File: src/q4dp_pkg.sv
// Package for the 4-bit block-quantized dot product.
// Holds the block-end entry type, queue depths, saturation limits and the pair product.
// No dependencies.
`default_nettype none

package q4dp_pkg;

  localparam int unsigned MID_DEPTH = 4;
  localparam int unsigned OUT_DEPTH = 2;

  localparam logic signed [12:0] BSUM_MAX = 13'sd4095;
  localparam logic signed [12:0] BSUM_MIN = -13'sd4096;

  typedef struct packed {
    logic signed [12:0] sum;
    logic signed [15:0] a_scale;
    logic signed [15:0] b_scale;
    logic               row_end;
  } blk_entry_t;

  // each nibble decodes as nibble - 8, which is the nibble with its top bit flipped
  function automatic logic signed [8:0] pair_product(logic [7:0] a, logic [7:0] b);
    logic signed [3:0] al;
    logic signed [3:0] ah;
    logic signed [3:0] bl;
    logic signed [3:0] bh;
    logic signed [7:0] pl;
    logic signed [7:0] ph;
    al = signed'({~a[3], a[2:0]});
    ah = signed'({~a[7], a[6:4]});
    bl = signed'({~b[3], b[2:0]});
    bh = signed'({~b[7], b[6:4]});
    pl = al * bl;
    ph = ah * bh;
    return 9'(pl) + 9'(ph);
  endfunction

endpackage

`default_nettype wire

File: src/q4dp_fifo.sv
// Small first-in first-out queue of registers with a combinational head.
// Used between front and back and on the result side; no package needed.
`default_nettype none

module q4dp_fifo #(
  parameter int unsigned Width = 8,
  parameter int unsigned Depth = 4
) (
  input  wire logic             clk_i,
  input  wire logic             rst_ni,
  input  wire logic             push_i,
  input  wire logic [Width-1:0] data_i,
  output logic                  full_o,
  input  wire logic             pop_i,
  output logic [Width-1:0]      data_o,
  output logic                  empty_o
);

  localparam int unsigned PtrW = (Depth > 1) ? $clog2(Depth) : 1;
  localparam int unsigned CntW = $clog2(Depth + 1);

  logic [Width-1:0] mem_q [Depth];
  logic [PtrW-1:0]  wr_ptr_q, wr_ptr_d;
  logic [PtrW-1:0]  rd_ptr_q, rd_ptr_d;
  logic [CntW-1:0]  cnt_q, cnt_d;
  logic             do_push, do_pop;

  assign full_o  = (cnt_q == CntW'(Depth));
  assign empty_o = (cnt_q == '0);
  assign do_push = push_i && !full_o;
  assign do_pop  = pop_i && !empty_o;
  assign data_o  = mem_q[rd_ptr_q];

  always_comb begin
    wr_ptr_d = wr_ptr_q;
    rd_ptr_d = rd_ptr_q;
    cnt_d    = cnt_q;
    if (do_push) begin
      wr_ptr_d = (wr_ptr_q == PtrW'(Depth - 1)) ? '0 : wr_ptr_q + 1'b1;
    end
    if (do_pop) begin
      rd_ptr_d = (rd_ptr_q == PtrW'(Depth - 1)) ? '0 : rd_ptr_q + 1'b1;
    end
    if (do_push && !do_pop) begin
      cnt_d = cnt_q + 1'b1;
    end else if (do_pop && !do_push) begin
      cnt_d = cnt_q - 1'b1;
    end
  end

  always_ff @(posedge clk_i or negedge rst_ni) begin
    if (!rst_ni) begin
      wr_ptr_q <= '0;
      rd_ptr_q <= '0;
      cnt_q    <= '0;
    end else begin
      wr_ptr_q <= wr_ptr_d;
      rd_ptr_q <= rd_ptr_d;
      cnt_q    <= cnt_d;
    end
  end

  always_ff @(posedge clk_i) begin
    if (do_push) begin
      mem_q[wr_ptr_q] <= data_i;
    end
  end

endmodule

`default_nettype wire

File: src/q4dp_front.sv
// Front end: decodes byte pairs and keeps the saturating block integer sum.
// Emits one blk_entry_t per block or row end. Depends on q4dp_pkg.
`default_nettype none

module q4dp_front
  import q4dp_pkg::*;
(
  input  wire logic               clk_i,
  input  wire logic               rst_ni,
  input  wire logic               accept_i,
  input  wire logic [7:0]         a_byte_i,
  input  wire logic [7:0]         b_byte_i,
  input  wire logic signed [15:0] a_scale_i,
  input  wire logic signed [15:0] b_scale_i,
  input  wire logic               last_in_block_i,
  input  wire logic               last_in_row_i,
  output logic                    entry_valid_o,
  output blk_entry_t              entry_o
);

  logic signed [12:0] block_sum_q, block_sum_d;
  logic signed [13:0] sum_wide;
  logic signed [12:0] sum_sat;
  logic               close_blk;

  assign sum_wide  = 14'(block_sum_q) + 14'(pair_product(a_byte_i, b_byte_i));
  assign close_blk = last_in_block_i || last_in_row_i;

  always_comb begin
    if (sum_wide > 14'(BSUM_MAX)) begin
      sum_sat = BSUM_MAX;
    end else if (sum_wide < 14'(BSUM_MIN)) begin
      sum_sat = BSUM_MIN;
    end else begin
      sum_sat = sum_wide[12:0];
    end
    block_sum_d = block_sum_q;
    if (accept_i) begin
      block_sum_d = close_blk ? '0 : sum_sat;
    end
  end

  assign entry_valid_o    = accept_i && close_blk;
  assign entry_o.sum      = sum_sat;
  assign entry_o.a_scale  = a_scale_i;
  assign entry_o.b_scale  = b_scale_i;
  assign entry_o.row_end  = last_in_row_i;

  always_ff @(posedge clk_i or negedge rst_ni) begin
    if (!rst_ni) begin
      block_sum_q <= '0;
    end else begin
      block_sum_q <= block_sum_d;
    end
  end

endmodule

`default_nettype wire

File: src/q4dp_back.sv
// Back end: scales each closed block sum and adds it to the saturating row accumulator.
// Sequencer of scale multiply, term multiply and accumulate. Depends on q4dp_pkg.
`default_nettype none

module q4dp_back
  import q4dp_pkg::*;
(
  input  wire logic        clk_i,
  input  wire logic        rst_ni,
  input  wire logic        mid_empty_i,
  input  wire blk_entry_t  mid_entry_i,
  output logic             mid_pop_o,
  input  wire logic        out_full_i,
  output logic             out_push_o,
  output logic [63:0]      out_data_o
);

  localparam logic [1:0] S_IDLE = 2'd0;
  localparam logic [1:0] S_MUL  = 2'd1;
  localparam logic [1:0] S_ACC  = 2'd2;

  logic [1:0]         state_q, state_d;
  logic signed [12:0] sum_q;
  logic signed [31:0] scale_q;
  logic signed [44:0] term_q;
  logic               row_end_q;
  logic signed [63:0] acc_q, acc_d;
  logic signed [64:0] acc_wide;
  logic signed [63:0] acc_sat;
  logic               acc_go;

  assign acc_wide = 65'(acc_q) + 65'(term_q);

  always_comb begin
    if (acc_wide[64] != acc_wide[63]) begin
      acc_sat = acc_wide[64] ? {1'b1, 63'd0} : {1'b0, {63{1'b1}}};
    end else begin
      acc_sat = acc_wide[63:0];
    end
  end

  assign acc_go     = (state_q == S_ACC) && !(row_end_q && out_full_i);
  assign mid_pop_o  = (state_q == S_IDLE) && !mid_empty_i;
  assign out_push_o = acc_go && row_end_q;
  assign out_data_o = acc_sat;

  always_comb begin
    state_d = state_q;
    acc_d   = acc_q;
    case (state_q)
      S_IDLE: begin
        if (!mid_empty_i) begin
          state_d = S_MUL;
        end
      end
      S_MUL: begin
        state_d = S_ACC;
      end
      S_ACC: begin
        if (acc_go) begin
          acc_d   = row_end_q ? '0 : acc_sat;
          state_d = S_IDLE;
        end
      end
      default: begin
        state_d = S_IDLE;
      end
    endcase
  end

  always_ff @(posedge clk_i or negedge rst_ni) begin
    if (!rst_ni) begin
      state_q <= S_IDLE;
      acc_q   <= '0;
    end else begin
      state_q <= state_d;
      acc_q   <= acc_d;
    end
  end

  always_ff @(posedge clk_i) begin
    if (mid_pop_o) begin
      sum_q     <= mid_entry_i.sum;
      scale_q   <= mid_entry_i.a_scale * mid_entry_i.b_scale;
      row_end_q <= mid_entry_i.row_end;
    end
    if (state_q == S_MUL) begin
      term_q <= sum_q * scale_q;
    end
  end

  a_push_from_acc : assert property (@(posedge clk_i) disable iff (!rst_ni)
    out_push_o |-> (state_q == S_ACC) && row_end_q)
    else $error("result pushed outside accumulate step");

  a_no_push_full : assert property (@(posedge clk_i) disable iff (!rst_ni)
    out_push_o |-> !out_full_i)
    else $error("result pushed into full queue");

  a_pop_then_mul : assert property (@(posedge clk_i) disable iff (!rst_ni)
    mid_pop_o |=> (state_q == S_MUL))
    else $error("popped entry not multiplied");

  a_acc_cleared : assert property (@(posedge clk_i) disable iff (!rst_ni)
    out_push_o |=> (acc_q == '0))
    else $error("accumulator not cleared after row end");

endmodule

`default_nettype wire

File: src/q4_block_dot_product.sv
// Top level of the 4-bit block-quantized dot product; depends on q4dp_pkg,
// q4dp_front, q4dp_fifo and q4dp_back.
// Throughput: one item per cycle while full is low; each block or row end takes the back unit
// through scale multiply, term multiply and accumulate, buffered by a MidDepth queue.
// A row-end item passes the mid queue, those steps and the result queue before it shows.
// Reset clears the block sum, the row accumulator and both queues.
`default_nettype none

module q4_block_dot_product
  import q4dp_pkg::*;
#(
  parameter int unsigned MidDepth = MID_DEPTH,
  parameter int unsigned OutDepth = OUT_DEPTH
) (
  input  wire logic               clk_i,
  input  wire logic               rst_ni,
  input  wire logic               push,
  output logic                    full,
  input  wire logic [7:0]         a_byte_i,
  input  wire logic [7:0]         b_byte_i,
  input  wire logic signed [15:0] a_scale_i,
  input  wire logic signed [15:0] b_scale_i,
  input  wire logic               last_in_block_i,
  input  wire logic               last_in_row_i,
  output logic                    empty,
  input  wire logic               pop,
  output logic signed [63:0]      dot_product_o
);

  logic       accept;
  logic       entry_valid;
  blk_entry_t entry;
  blk_entry_t mid_entry;
  logic       mid_full, mid_empty, mid_pop;
  logic       out_full, out_push;
  logic [63:0] out_data, out_head;

  assign full   = mid_full;
  assign accept = push && !mid_full;

  q4dp_front u_front (
    .clk_i,
    .rst_ni,
    .accept_i        (accept),
    .a_byte_i,
    .b_byte_i,
    .a_scale_i,
    .b_scale_i,
    .last_in_block_i,
    .last_in_row_i,
    .entry_valid_o   (entry_valid),
    .entry_o         (entry)
  );

  q4dp_fifo #(
    .Width ($bits(blk_entry_t)),
    .Depth (MidDepth)
  ) u_mid_fifo (
    .clk_i,
    .rst_ni,
    .push_i  (entry_valid),
    .data_i  (entry),
    .full_o  (mid_full),
    .pop_i   (mid_pop),
    .data_o  (mid_entry),
    .empty_o (mid_empty)
  );

  q4dp_back u_back (
    .clk_i,
    .rst_ni,
    .mid_empty_i (mid_empty),
    .mid_entry_i (mid_entry),
    .mid_pop_o   (mid_pop),
    .out_full_i  (out_full),
    .out_push_o  (out_push),
    .out_data_o  (out_data)
  );

  q4dp_fifo #(
    .Width (64),
    .Depth (OutDepth)
  ) u_out_fifo (
    .clk_i,
    .rst_ni,
    .push_i  (out_push),
    .data_i  (out_data),
    .full_o  (out_full),
    .pop_i   (pop),
    .data_o  (out_head),
    .empty_o (empty)
  );

  assign dot_product_o = signed'(out_head);

endmodule

`default_nettype wire
File: config.mk
export PLATFORM = sky130hd
export DESIGN_NAME = q4_block_dot_product
export DESIGN_NICKNAME = d
export VERILOG_FILES = /design/src/q4dp_pkg.sv /design/src/q4dp_fifo.sv /design/src/q4dp_front.sv /design/src/q4dp_back.sv /design/src/q4_block_dot_product.sv
export SDC_FILE = /design/constraint.sdc
export NUM_CORES = 2
export LEC_CHECK = 0
export ABC_AREA = 0
export BUFFER_PORTS_ARGS = -buffer_cell sky130_fd_sc_hd__buf_4
export CAP_MARGIN = 20
export CELL_PAD_IN_SITES_DETAIL_PLACEMENT = 0
export CELL_PAD_IN_SITES_GLOBAL_PLACEMENT = 2
export CORE_MARGIN = 10
export CORE_UTILIZATION = 47
export CTS_CLUSTER_DIAMETER = 100
export CTS_CLUSTER_SIZE = 25
export DETAILED_ROUTE_END_ITERATION = 6
export PLACE_DENSITY_LB_ADDON = 0.1
export SLEW_MARGIN = 15
export SYNTH_ARGS = -nofsm -noshare
export SYNTH_HDL_FRONTEND = slang
export SYNTH_SLANG_ARGS = --single-unit
File: constraint.sdc
create_clock -name clk_i -period 12.98 [get_ports clk_i]
set_clock_uncertainty 0.05 [all_clocks]
set_input_delay 1.298 -clock clk_i [delete_from_list [all_inputs] [get_ports clk_i]]
set_output_delay 1.298 -clock clk_i [all_outputs]
set_load 0.005 [all_outputs]
Yosys cells after proc, flatten, opt, wreduce, memory -nomap -nowiden
Memories as Yosys holds them, arrays and structs flattened.
Cells that the tools add are included.

cells by class
  add/sub/neg operators = 11
  multiply operators = 4
  order comparisons = 2
  equality and inequality tests = 9
  muxes and demuxes = 21
  bitwise gates (word level) = 4
  reduce and logical (&&, ||, !) cells = 31

operators with widths
  cell                    count
  $mux W64                3
  $add A64 B45 Y65        1
  $mul A13 B32 Y45        1
  $mux W13                3
  $mul A16 B16 Y32        1
  $mul A4 B4 Y8           2
  $add A13 B9 Y14         1
  $gt A14 B13 Y1 const B  1
  $logic_and A1 B1 Y1     14
  $lt A14 B13 Y1 const B  1
  $mux W2                 6
  $add A8 B8 Y9           1
  $logic_not A1 Y1        9
  $eq A2 B2 Y1 const B    4
  $add A2 B1 Y2 const B   3
  $mux W1                 6
  $mux W3                 2
  $pmux W2 S3             1
  $logic_not A2 Y1        2
  $not A1 Y1              4
  $reduce_and A2 Y1       2
  $reduce_bool A2 Y1      2
  $add A3 B1 Y3 const B   1
  $eq A3 B3 Y1 const B    1
  9 further kinds         10

storage, ports and cells
  flip-flop bits (word level) = 181
  bits in writable memories = 312
  input bits = 54
  word-level logic and storage cells = 97
  memories = 2

memories
  name              words  bits a word  rd ports  clocked after Yosys merged registers in  write ports  RTL line         RTL
  u_mid_fifo.mem_q  4      46           1         0                                        1            q4dp_fifo.sv:22  logic [Width-1:0] mem_q [Depth];
  u_out_fifo.mem_q  2      64           1         0                                        1            q4dp_fifo.sv:22

Longest topological paths before layout
  word-level depth = 10
  depth in mapped cells = 30
  gate-level depth less buffers = 26

Cells and area by module
Synthesis repeated with hierarchy kept, for this count alone.

second synthesis, totals
  cells, all modules = 4531
  area total of the unflattened synthesis = 49228.5 um^2

by module, submodules not included
  module                   instances  cells an instance  area an instance (um^2)  seq. area each (um^2)
  q4dp_back                1          3650               33423.3                  4384.2
  q4dp_fifo at u_mid_fifo  1          277                7086.8                   5700.5
  q4dp_fifo at u_out_fifo  1          218                5021.1                   3943.8
  q4dp_front               1          385                3683.5                   325.3
  q4_block_dot_product     1          1                  13.8                     0.0

Worst setup path after synthesis
Ideal clock, no wire load.

  path type = in2reg
  start point = input port b_byte_i[0]
  end point = memory u_mid_fifo.mem_q[0][34] (netlist name) (data pin)
  setup time = 0.180 ns
  arrival time = 7.069 ns
  slack = 5.681 ns
  stages on the path = 17
  buffers on the path = 1
  path through = nor2b_1 -> fa_1 -> fa_1 -> fa_1 -> inv_1 -> fa_1 -> inv_1 -> fa_1 -> ha_1 -> nor2b_1 -> o31a_1 -> o41a_1 -> a21o_1 -> xnor2_1 -> clkbuf_1 -> nand2_1 -> a21oi_1

RTL lines
  what                RTL line                    RTL
  start: declaration  q4_block_dot_product.sv:20  input wire logic [7:0] b_byte_i,
  end: declaration    q4dp_fifo.sv:22

Worst setup path in the final report
  start point = register u_mid_fifo.rd_ptr_q[1]
  end point = register u_back.scale_q[30] (data pin)

between the ends
  cells in the longest elaborated chain, start to end = 2

ends and longest elaborated chain
  what                      RTL line         RTL
  start: declaration        q4dp_fifo.sv:24  logic [PtrW-1:0] rd_ptr_q, rd_ptr_d;
  start signal: assignment  q4dp_fifo.sv:58  rd_ptr_q <= rd_ptr_d;
  $mem_v2 Z4 W46            -
  $mul A16 B16 Y32          q4dp_back.sv:84  scale_q <= mid_entry_i.a_scale * mid_entry_i.b_scale;
  end signal: assignment    q4dp_back.sv:84
  end: declaration          q4dp_back.sv:24  logic signed [31:0] scale_q;

Every way passes these cells.
A chain may end at the register's enable or synchronous reset.

==> qor.txt <==
Post-Syn Instances = 4567
CP Max Fanout = 37
Critical Path Sink Type = register
Final HPWL DP = 95.8 mm
endpoints failing hold = 0
GR Overflow Total = 0
clock sinks = 493
I/O pins = 120
mean routed wirelength per cell = 20.5 um
most common cell after layout, fill and taps aside = inv_1
unrepaired setup endpoints after global routing = false
WL final = 122 mm
setup TNS = 0 ns
Slew Limit Fails = 0
port bufs = 119
Hold Slack = 0.425 ns
Root Buffer = clkbuf_16
Worst-path clk slew = 0.10 ns
Worst EP required = 13.30 ns
vias in the first global route = 33974
min-delay src = u_out_fifo.rd_ptr_q
asr flop ratio synth = 0.183
Die Y-Extent = 341 um
met2 wire length = 60.1 mm
area of the core = 102000 um^2
status = finished clean
DRT met1 WL = 55.7 mm
R2R Setup Slk = 4.45 ns
num rows = 117
Yosys reg bits = 493
share of layout cells above drive strength 1 = 0.0789
pin count of the biggest net entering global routing = 65
Final setup viols = 0
initial antenna violation count = 1
launching point of the worst reg2reg path = u_mid_fifo.rd_ptr_q[1]
syn_area_per_cell = 10.6 um^2
Post-synth top flop = edfxtp_1
worst-margin pin slew = 1.17 ns
ranking of synthesized cells by area = fa_1 28%, edfxtp_1 25%, ha_1 7.7%, inv_1 5.5%, dfrtp_1 4.6%
mapped cell area = 48500 um^2
area grow syn2layout = 6.42%
vias per cell = 5.36
iteration-0 DRC count of the detailed router = 2125
uppermost layer routed = met4
Yosys cell types = 86
CTS max path bufs = 3
Slew headroom = 0.216
Ys Warns = 0
Final Non-Filler Cells = 5958
startpoint class of the critical path = register
post-route minimum period = 8.53 ns
CP arrival = 8.85 ns
Setup Crit Path Kind = reg2reg
top-area cell type share of the netlist area = 0.283
Syn Nets = 5608
Via Count = 31907
initial core utilization = 0.475
DRC viols = 0
Clock H-tree levels = 1
GR Util All Layers = 0.211
GPL Wtd Cong = 0.874
largest area contributor in the netlist = fa_1
CTS Buf Count = 29
Hold-fix buffers, CTS = 0
die area = 117000 um^2
final worst path period share = 0.657
Post-CTS Resized = 0
first-pass GRT wire length = 196 mm
HP Class = reg2reg
commonest cells after routing, fill and taps aside = 714 x inv_1, 687 x fa_1, 557 x nand2_1, 403 x edfxtp_1, 300 x ha_1
EDFF count, synth = 403
Post CTS Setup Buffer Count = 0
Routed met3 length = 4.00 mm
Clock Latency Late Sink = 0.63 ns
final antenna-violating net count = 0
Detailed Routing Iterations Pass 1 = 6
fmax = 117 MHz
Die W = 341 um
placed cell count = 5902
Max Cap Viol = 0
CP Launch Point = u_mid_fifo.rd_ptr_q[1]
Final nets = 5606
post-layout util = 0.506
post-synthesis sequential area ratio = 0.296
CTS tree = yes
## sequential cells by signal (all words and copies together), names as in the netlist, 2 cells and up
register,cells
u_mid_fifo.mem_q,184
u_out_fifo.mem_q,128
u_back.acc_q,64
u_back.term_q,45
u_back.scale_q,32
u_back.sum_q,13
u_front.block_sum_q,13
u_mid_fifo.cnt_q,3
u_back.state_q,2
u_mid_fifo.rd_ptr_q,2
u_mid_fifo.wr_ptr_q,2
u_out_fifo.cnt_q,2
## Yosys cell counts, types with 30 or more instances
master      n
and2_1    200
nand3_1    44
xnor2_1   108
inv_1     714
o21ai_0   132
a21oi_1   166
nor2_1    211
o21bai_1   30
clkbuf_1  145
o21a_1     36
xor2_1     58
a21o_1     74
o21ai_1    33
nor3_1     60
edfxtp_1  403
nand2b_1   31
ha_1      300
fa_1      687
mux4_2     30
mux2_2     83
nor2b_1    35
nand2_1   558
dfrtp_1    90
## worst max-delay path: stages, from the launching register on
cell	delay [ns]
dfrtp_2	0.82
buf_4	0.60
mux2_2	0.41
o21ai_0	0.84
nor2_1	0.14
fa_1	0.55
inv_1	0.05
fa_1	0.48
fa_1	0.52
inv_1	0.06
fa_1	0.50
fa_1	0.52
inv_1	0.06
fa_1	0.47
inv_1	0.04
ha_1	0.35
a21o_1	0.19
a21o_1	0.17
a21oi_1	0.25
a2bb2oi_1	0.27
o2111ai_1	0.20
a31oi_1	0.29
o21ai_0	0.13
a21oi_1	0.18
xnor2_1	0.08
## stage by stage
stage	cell area (um^2)	setup slack, ns
detailed placement	50700	4.59
CTS	51700	4.57
floorplan	48500	5.68
global route	51700	4.14
finish	51700	4.45
global placement	50700	4.79
## worst paths after layout
kind	to	cells after the start
worst max-delay path	u_back.scale_q[30]	24
max in group asynchronous	u_mid_fifo.rd_ptr_q[0]	2
worst max register to register	u_back.scale_q[30]	24
worst min-delay path	u_out_fifo.rd_ptr_q	1
min in group asynchronous	u_back.acc_q[6]	1
worst min register to register	u_out_fifo.rd_ptr_q	1
## layout make-up
class,instances,area [um^2]
antenna,2,5.00
multi-input combinational,3162,30700
tap,1368,1710
fill,9488,50500
inverter,715,2680
clock buffer,39,763
sequential,493,14400
timing repair buffer,164,1230
clock inverter,15,216
## layer usage
metal	track usage	vias to the layer above
met5	0	-
met4	0.0400	0
met3	0.0191	99
met2	0.361	578
met1	0.294	16361
li1	-	14869
## cells by family (layout without fill, tap and decap cells)
family,Yosys count,after routing,share of synthesized area
xor+xnor,166,166,0.0300
compound gates,629,629,0.0830
other cells,0,2,0
buf+inv,912,933,0.0727
fa+ha+maj,1000,1000,0.363
flops,493,493,0.296
simple gates,1237,1237,0.119
mux,130,130,0.0367
Power is not shown: default switching activity piles up to over one toggle a cycle in this logic, so the estimate is an artifact.
